$ cat src/sv/rau_pkg.sv
// ----------------------------------------------------------------------------
// Rational arithmetic unit package
// Shared widths and action codes.
// ----------------------------------------------------------------------------
package rau_pkg;
   localparam int OPERAND_WIDTH = 32;
   localparam int DEN_WIDTH     = OPERAND_WIDTH - 1;
   localparam int RES_WIDTH     = 64;
   localparam int RDEN_WIDTH    = 62;
   localparam int CNT_WIDTH     = 7;

   typedef enum logic [1:0] {
      ACT_ADD = 2'd0,
      ACT_SUB = 2'd1,
      ACT_MUL = 2'd2,
      ACT_DIV = 2'd3
   } action_type;
endpackage

$ cat src/sv/rational_arithmetic_unit.sv
// ----------------------------------------------------------------------------
// Rational arithmetic unit
// Adds, subtracts, multiplies or divides two fractions and reduces the result.
// ----------------------------------------------------------------------------
// Usage: an item on req_* is taken when req_valid is high and req_stall low.
// req_stall stays high from acceptance until the result item has been taken
// from rsp_*, so one item is in flight at a time.
// The cross products are formed on one 33x33 signed multiplier, one product a
// cycle, and for add and subtract summed. The magnitudes are then reduced by a
// single 64-bit restoring divider, one quotient bit per cycle: the Euclidean
// GCD takes one division per remainder step, followed by two exact divisions.
// Add and subtract form a third product (S_MUL2) that multiply and divide
// skip, and the time to rsp_valid grows with the number of GCD steps, most
// for Fibonacci-like operands.
// A zero denominator gives status 1 and 0/1 without a pass through the divider.
// The result holds on rsp_* while rsp_stall is high.
// Reset (synchronous, active high) returns the sequencer to idle and drops
// rsp_valid; an item in progress is lost.
// ----------------------------------------------------------------------------
module rational_arithmetic_unit (
   input  logic                                 clock,
   input  logic                                 reset,
   input  logic                                 req_valid,
   output logic                                 req_stall,
   input  logic [1:0]                           req_action,
   input  logic signed [rau_pkg::OPERAND_WIDTH-1:0] req_a_numerator,
   input  logic [rau_pkg::DEN_WIDTH-1:0]        req_a_denominator,
   input  logic signed [rau_pkg::OPERAND_WIDTH-1:0] req_b_numerator,
   input  logic [rau_pkg::DEN_WIDTH-1:0]        req_b_denominator,
   output logic                                 rsp_valid,
   input  logic                                 rsp_stall,
   output logic signed [rau_pkg::RES_WIDTH-1:0] rsp_result_numerator,
   output logic [rau_pkg::RDEN_WIDTH-1:0]       rsp_result_denominator,
   output logic                                 rsp_status
);
   import rau_pkg::*;

   typedef enum logic [3:0] {
      S_IDLE, S_MUL0, S_MUL1, S_MUL2, S_SIGN, S_GCD, S_DIVN, S_DIVD, S_DIV,
      S_DONE
   } state_type;

   state_type state_ff, state_in;
   state_type ret_ff, ret_in;
   logic [1:0] act_ff, act_in;
   logic signed [OPERAND_WIDTH-1:0] an_ff, an_in, bn_ff, bn_in;
   logic [DEN_WIDTH-1:0] ad_ff, ad_in, bd_ff, bd_in;
   logic signed [RES_WIDTH-1:0] p_ff, p_in;      // first product
   logic signed [RES_WIDTH-1:0] num_ff, num_in;
   logic signed [RES_WIDTH-1:0] den_ff, den_in;
   logic [RES_WIDTH-1:0] nm_ff, nm_in, dm_ff, dm_in, x_ff, x_in, y_ff, y_in;
   logic neg_ff, neg_in;
   // Shared divider: dividend shift register, remainder, divisor, count.
   logic [RES_WIDTH-1:0] q_ff, q_in, r_ff, r_in, dv_ff, dv_in;
   logic [CNT_WIDTH-1:0] cnt_ff, cnt_in;
   logic rv_ff, rv_in, st_ff, st_in;
   logic signed [RES_WIDTH-1:0] rn_ff, rn_in;
   logic [RDEN_WIDTH-1:0] rd_ff, rd_in;

   // Shared multiplier operands.
   logic signed [OPERAND_WIDTH:0] ma, mb;
   logic signed [2*OPERAND_WIDTH+1:0] mp;
   logic [RES_WIDTH:0] rsh, rsub;

   always_comb begin
      ma = '0;
      mb = '0;
      case (state_ff)
         S_MUL0: begin
            ma = {an_ff[OPERAND_WIDTH-1], an_ff};
            mb = (act_ff == ACT_MUL) ? {bn_ff[OPERAND_WIDTH-1], bn_ff}
                                      : {2'b00, bd_ff};
         end
         S_MUL1: begin
            ma = {2'b00, ad_ff};
            mb = (act_ff == ACT_DIV) ? {bn_ff[OPERAND_WIDTH-1], bn_ff}
                                      : {2'b00, bd_ff};
         end
         S_MUL2: begin
            ma = {bn_ff[OPERAND_WIDTH-1], bn_ff};
            mb = {2'b00, ad_ff};
         end
         default: begin
            ma = '0;
            mb = '0;
         end
      endcase
      mp = ma * mb;
      rsh = {r_ff, q_ff[RES_WIDTH-1]};
      rsub = rsh - {1'b0, dv_ff};
   end

   always_comb begin
      state_in = state_ff; ret_in = ret_ff; act_in = act_ff;
      an_in = an_ff; bn_in = bn_ff; ad_in = ad_ff; bd_in = bd_ff;
      p_in = p_ff; num_in = num_ff; den_in = den_ff;
      nm_in = nm_ff; dm_in = dm_ff; x_in = x_ff; y_in = y_ff; neg_in = neg_ff;
      q_in = q_ff; r_in = r_ff; dv_in = dv_ff; cnt_in = cnt_ff;
      rv_in = rv_ff; st_in = st_ff; rn_in = rn_ff; rd_in = rd_ff;
      if (rv_ff && !rsp_stall) begin
         rv_in = 1'b0;
      end
      case (state_ff)
         S_IDLE: begin
            // A new item waits until the previous result has been taken.
            if (req_valid && !rv_ff) begin
               act_in = req_action;
               an_in = req_a_numerator; bn_in = req_b_numerator;
               ad_in = req_a_denominator; bd_in = req_b_denominator;
               state_in = S_MUL0;
            end
         end
         S_MUL0: begin
            p_in = RES_WIDTH'(mp);
            state_in = S_MUL1;
         end
         S_MUL1: begin
            den_in = RES_WIDTH'(mp);
            if (act_ff == ACT_MUL || act_ff == ACT_DIV) begin
               num_in = p_ff;
               state_in = S_SIGN;
            end else begin
               state_in = S_MUL2;
            end
         end
         S_MUL2: begin
            num_in = (act_ff == ACT_ADD) ? p_ff + RES_WIDTH'(mp)
                                         : p_ff - RES_WIDTH'(mp);
            state_in = S_SIGN;
         end
         S_SIGN: begin
            if (den_ff == '0) begin
               rn_in = '0; rd_in = RDEN_WIDTH'(1); st_in = 1'b1;
               state_in = S_DONE;
            end else begin
               neg_in = num_ff[RES_WIDTH-1] != den_ff[RES_WIDTH-1];
               nm_in = num_ff[RES_WIDTH-1] ? RES_WIDTH'(-num_ff) : num_ff;
               dm_in = den_ff[RES_WIDTH-1] ? RES_WIDTH'(-den_ff) : den_ff;
               x_in = num_ff[RES_WIDTH-1] ? RES_WIDTH'(-num_ff) : num_ff;
               y_in = den_ff[RES_WIDTH-1] ? RES_WIDTH'(-den_ff) : den_ff;
               state_in = S_GCD;
            end
         end
         S_GCD: begin
            // One remainder step per divider pass; x holds the GCD when y is zero.
            if (y_ff == '0) begin
               q_in = nm_ff; r_in = '0; dv_in = x_ff; cnt_in = '0;
               ret_in = S_DIVN;
               state_in = S_DIV;
            end else begin
               q_in = x_ff; r_in = '0; dv_in = y_ff; cnt_in = '0;
               ret_in = S_GCD;
               x_in = y_ff;
               state_in = S_DIV;
            end
         end
         S_DIV: begin
            if (!rsub[RES_WIDTH]) begin
               r_in = rsub[RES_WIDTH-1:0];
               q_in = {q_ff[RES_WIDTH-2:0], 1'b1};
            end else begin
               r_in = rsh[RES_WIDTH-1:0];
               q_in = {q_ff[RES_WIDTH-2:0], 1'b0};
            end
            cnt_in = cnt_ff + CNT_WIDTH'(1);
            if (cnt_ff == CNT_WIDTH'(RES_WIDTH-1)) begin
               state_in = ret_ff;
               if (ret_ff == S_GCD) begin
                  y_in = r_in;
               end
            end
         end
         S_DIVN: begin
            nm_in = q_ff;
            q_in = dm_ff; r_in = '0; dv_in = x_ff; cnt_in = '0;
            ret_in = S_DIVD;
            state_in = S_DIV;
         end
         S_DIVD: begin
            st_in = 1'b0;
            if (nm_ff == '0) begin
               rn_in = '0; rd_in = RDEN_WIDTH'(1);
            end else begin
               rn_in = neg_ff ? RES_WIDTH'(-nm_ff) : nm_ff;
               rd_in = q_ff[RDEN_WIDTH-1:0];
            end
            state_in = S_DONE;
         end
         S_DONE: begin
            if (!rv_ff) begin
               rv_in = 1'b1;
               state_in = S_IDLE;
            end
         end
         default: state_in = S_IDLE;
      endcase
   end

   always_ff @(posedge clock) begin
      if (reset) begin
         state_ff <= S_IDLE;
         ret_ff <= S_IDLE;
         rv_ff <= 1'b0;
      end else begin
         state_ff <= state_in;
         ret_ff <= ret_in;
         rv_ff <= rv_in;
      end
      act_ff <= act_in; an_ff <= an_in; bn_ff <= bn_in; ad_ff <= ad_in;
      bd_ff <= bd_in; p_ff <= p_in; num_ff <= num_in; den_ff <= den_in;
      nm_ff <= nm_in; dm_ff <= dm_in; x_ff <= x_in; y_ff <= y_in;
      neg_ff <= neg_in; q_ff <= q_in; r_ff <= r_in; dv_ff <= dv_in;
      cnt_ff <= cnt_in; st_ff <= st_in; rn_ff <= rn_in; rd_ff <= rd_in;
   end

   assign req_stall = (state_ff != S_IDLE) || rv_ff;
   assign rsp_valid = rv_ff;
   assign rsp_result_numerator = rn_ff;
   assign rsp_result_denominator = rd_ff;
   assign rsp_status = st_ff;
endmodule
$ cat config.mk
export PLATFORM = sky130hd
export DESIGN_NAME = rational_arithmetic_unit
export DESIGN_NICKNAME = d
export VERILOG_FILES = /design/src/sv/rau_pkg.sv /design/src/sv/rational_arithmetic_unit.sv
export SDC_FILE = /design/constraint.sdc
export NUM_CORES = 2
export LEC_CHECK = 0
export BUFFER_PORTS_ARGS = -buffer_cell sky130_fd_sc_hd__clkbuf_2
export CAP_MARGIN = 40
export CORE_ASPECT_RATIO = 0.8
export CORE_MARGIN = 5
export CORE_UTILIZATION = 50
export CTS_BUF_LIST = sky130_fd_sc_hd__clkbuf_16
export CTS_CLUSTER_DIAMETER = 80
export DETAILED_ROUTE_END_ITERATION = 10
export GPL_TIMING_DRIVEN = 0
export PLACE_DENSITY = 0.64
export SLEW_MARGIN = 30
export SYNTH_ARGS = -nofsm -noshare
export SYNTH_HDL_FRONTEND = slang
export SYNTH_SLANG_ARGS = --single-unit
$ cat constraint.sdc
create_clock -name clock -period 20.3 [get_ports clock]
set_clock_uncertainty 0.05 [all_clocks]
set_input_delay 1.015 -clock clock [delete_from_list [all_inputs] [get_ports clock]]
set_output_delay 1.015 -clock clock [all_outputs]
set_load 0.03 [all_outputs]
==> results.yml <==
outcome:
  status: "completed"
route:
  drt-pass1-iter-count: 6
  final_antenna_net_count: 0
  dr.max_layer_used: "met5"
  routedLengthMet1_mm: 131.6
  vias: 69850
  drc: 0
  wl_mm: 330.8
  via_per_inst: 6.076
  post_drt_wl_per_cell_um: 28.77
  detail_route.iter0.violations: 9362
  wl_met2_mm: 131.1
  wl_met3_mm: 50.39
worst_setup_path:
  critPathCaptureType: "flop"
  slowest_delay_ns: 0.68
  start_kind: "flop"
  required_ns: 20.78
  crit_family: "adder cells"
  cp_slowest_cell: "clkbuf_1"
  cp_data_arrival_time_ns: 19.09
  path_max_fanout: 10
  criticalPathCategory: "flop to flop"
  cpMostUsedCell: "fa_1"
  critPathBufInv: 12
global_routing:
  grt_max_degree: 54
  gr-usage-all-layers_pct: 36.40
  grt_pass1_vias: 69200
  grt_pass1_wl_mm: 476.2
  grt_antenna_before_repair: 23
  grt_overflow: 0
sta:
  worst_slew_pin_slew_ns: 1.032
  report.final.setup_viol: 0
  setup_ws_ns: 1.697
  hold_viol: 0
  min_period_ns: 18.60
  finalCritPeriodShare_pct: 91.64
  maxSlewHeadroom_pct: 31.19
  max_freq_ghz: 0.05375
  rsz0062_at_grt: "no"
  hold_slack_ns: 0.3825
  final_max_slew_viol_count: 0
synthesis:
  syn_area_mm2: 0.08607
  synth_warnings: 0
  yosys-top-cells-count: "inv_1, fa_1, nand2_1"
  synthesis.nets: 10210
  synth_top_area_cell: "edfxtp_1"
  yosys.area.top_type_share_pct: 31.50
  syn_area_per_cell_um2: 9.984
  synth_seq_cells: 911
  synth_edf_count: 903
  synthCells: 8621
  synth-seq-area-share_pct: 31.69
  synth.distinct_cells: 85
  yosysMostFrequentCell: "inv_1"
  async_reset_ff_share_pct: 0
  ys.flop_type: "edfxtp_1"
  synthTopCellsByArea: "edfxtp_1, fa_1, inv_1, ha_1, nand2_1"
clock_tree:
  cts.sinks: 911
  cts_tree: "done"
  clkTransAtPathRegs_ns: 0.06
  clockBufferDepth: 3
  post_cts_resized: 0
  postCtsSetupBuffers: 0
  clkLatencyLatePin_ns: 0.77
  cts_buffers: 97
  cts_root_buffer: "clkbuf_16"
  h-tree-depth: 3
  hold_buffers: 0
place:
  pre_cts_slack_ns: 2.377
  gp_congestion: 1.081
  hpwl_mm: 273.9
  io_buffers: 260
floorplan:
  die_h_um: 381.1
  die_area_mm2: 0.1806
  row_count: 136
  start_util_pct: 50.18
  num_io_pins: 261
  dieWidth_um: 473.9
  core_area_mm2: 0.1715
pwr:
  p_leak_nw: 39.90
  power.total_mw: 11.09
  power_density_mw_per_mm2: 115.8
  ir_drop_v: 0.0001381
flow_run:
  cap_viol_max_count: 0
layout:
  fin_nets: 10720
  drive_above_1_share_pct: 8.512
  postLayoutCoreUtil_pct: 55.82
  syn2layout_area_growth_pct: 11.25
hold_path:
  hold_class: "input pin to flop"
[power by group]
group / leakage [nW] / internal, mW / switching [mW]
Sequential: 8.14 / 2.37 / 0.0997
Combinational: 30.2 / 2.42 / 4.42
Clock: 1.57 / 0.965 / 0.812
[cell type report]
cell class	instances	area [um^2]
Antenna cell	9	22.52
Sequential cell	911	27280
Timing Repair Buffer	416	3247
Inverter	1189	4466
Fill cell	15220	75770
Clock buffer	97	2427
Multi-Input combinational cell	6077	53030
Clock inverter	77	658.1
Buffer	444	1780
Tap cell	2277	2849
[layout by cell type (no fill, tap or decap), types with 97 or more instances in the layout]
cell | synthesis | final
a21o_1 | 134 | 134
a21oi_1 | 481 | 478
nor2_1 | 838 | 836
clkbuf_1 | 417 | 357
clkbuf_2 | 0 | 322
clkbuf_16 | 0 | 97
xor2_1 | 214 | 214
edfxtp_1 | 903 | 903
fa_1 | 1107 | 1106
mux2i_1 | 136 | 136
a22oi_1 | 97 | 97
xnor2_1 | 206 | 206
inv_1 | 1188 | 1206
and2_1 | 123 | 123
nand2_1 | 1077 | 1072
ha_1 | 346 | 346
o21ai_0 | 315 | 314
[per-layer routing]
| layer | vias up | global-route usage [%] |
|---|---|---|
| met2 | 4683 | 49.79 |
| li1 | 29650 | - |
| met4 | 15 | 15.62 |
| met3 | 840 | 15.19 |
| met1 | 34660 | 50.60 |
| met5 | - | 0.6930 |
[per-stage QoR]
step	instances	area, um^2	setup TNS (ns)
2_1_floorplan	8621	86070	0
3_3_place_gp	11160	90220	-14.97
3_5_place_dp	11280	92300	0
4_1_cts	11450	95390	0
5_1_grt	11490	95740	0
6_report	11500	95750	0
[flip-flops by register name (all words and copies together), names as in the netlist, 2 cells and up]
signal,count
bd_ff,31
ret_ff,3
rsp_result_numerator,64
dm_ff,64
p_ff,64
an_ff,32
den_ff,64
ad_ff,31
act_ff,2
bn_ff,32
nm_ff,64
rsp_result_denominator,62
dv_ff,64
q_ff,64
state_ff,4
num_ff,64
x_ff,64
y_ff,64
cnt_ff,7
r_ff,64
[path summary, 6_finish.rpt]
path                      startpoint          to  slack (ns)  depth (start not counted)
setup reg to reg         state_ff[0]  num_ff[63]        1.70                         47
setup / recovery         state_ff[0]  num_ff[63]        1.70                         47
hold reg to reg            ret_ff[2]   ret_ff[2]        0.47                          2
hold / removal    req_b_numerator[0]    bn_ff[0]        0.38                          1
[cells by family after synthesis]
family	count (synthesis)	synth area share, %
compound gates	1490	10.88
xor+xnor	420	4.274
fa+ha+maj	1453	30.78
buf+inv	1633	7.153
flops	911	31.69
mux	209	2.537
simple gates	2505	12.69
[worst reg2reg max path: cells and delay by family (launching register included)]
| kind | cells | cell delay, ns |
|---|---|---|
| xor gates and xnor gates | 2 | 0.45 |
| AOI/OAI and AO/OA | 11 | 3.67 |
| adders and majority gates | 10 | 5.11 |
| and+or+nand+nor | 12 | 4.83 |
| DFF | 1 | 0.45 |
| buffers and inverters | 12 | 3.90 |
Power figures use the tool's default switching activity.
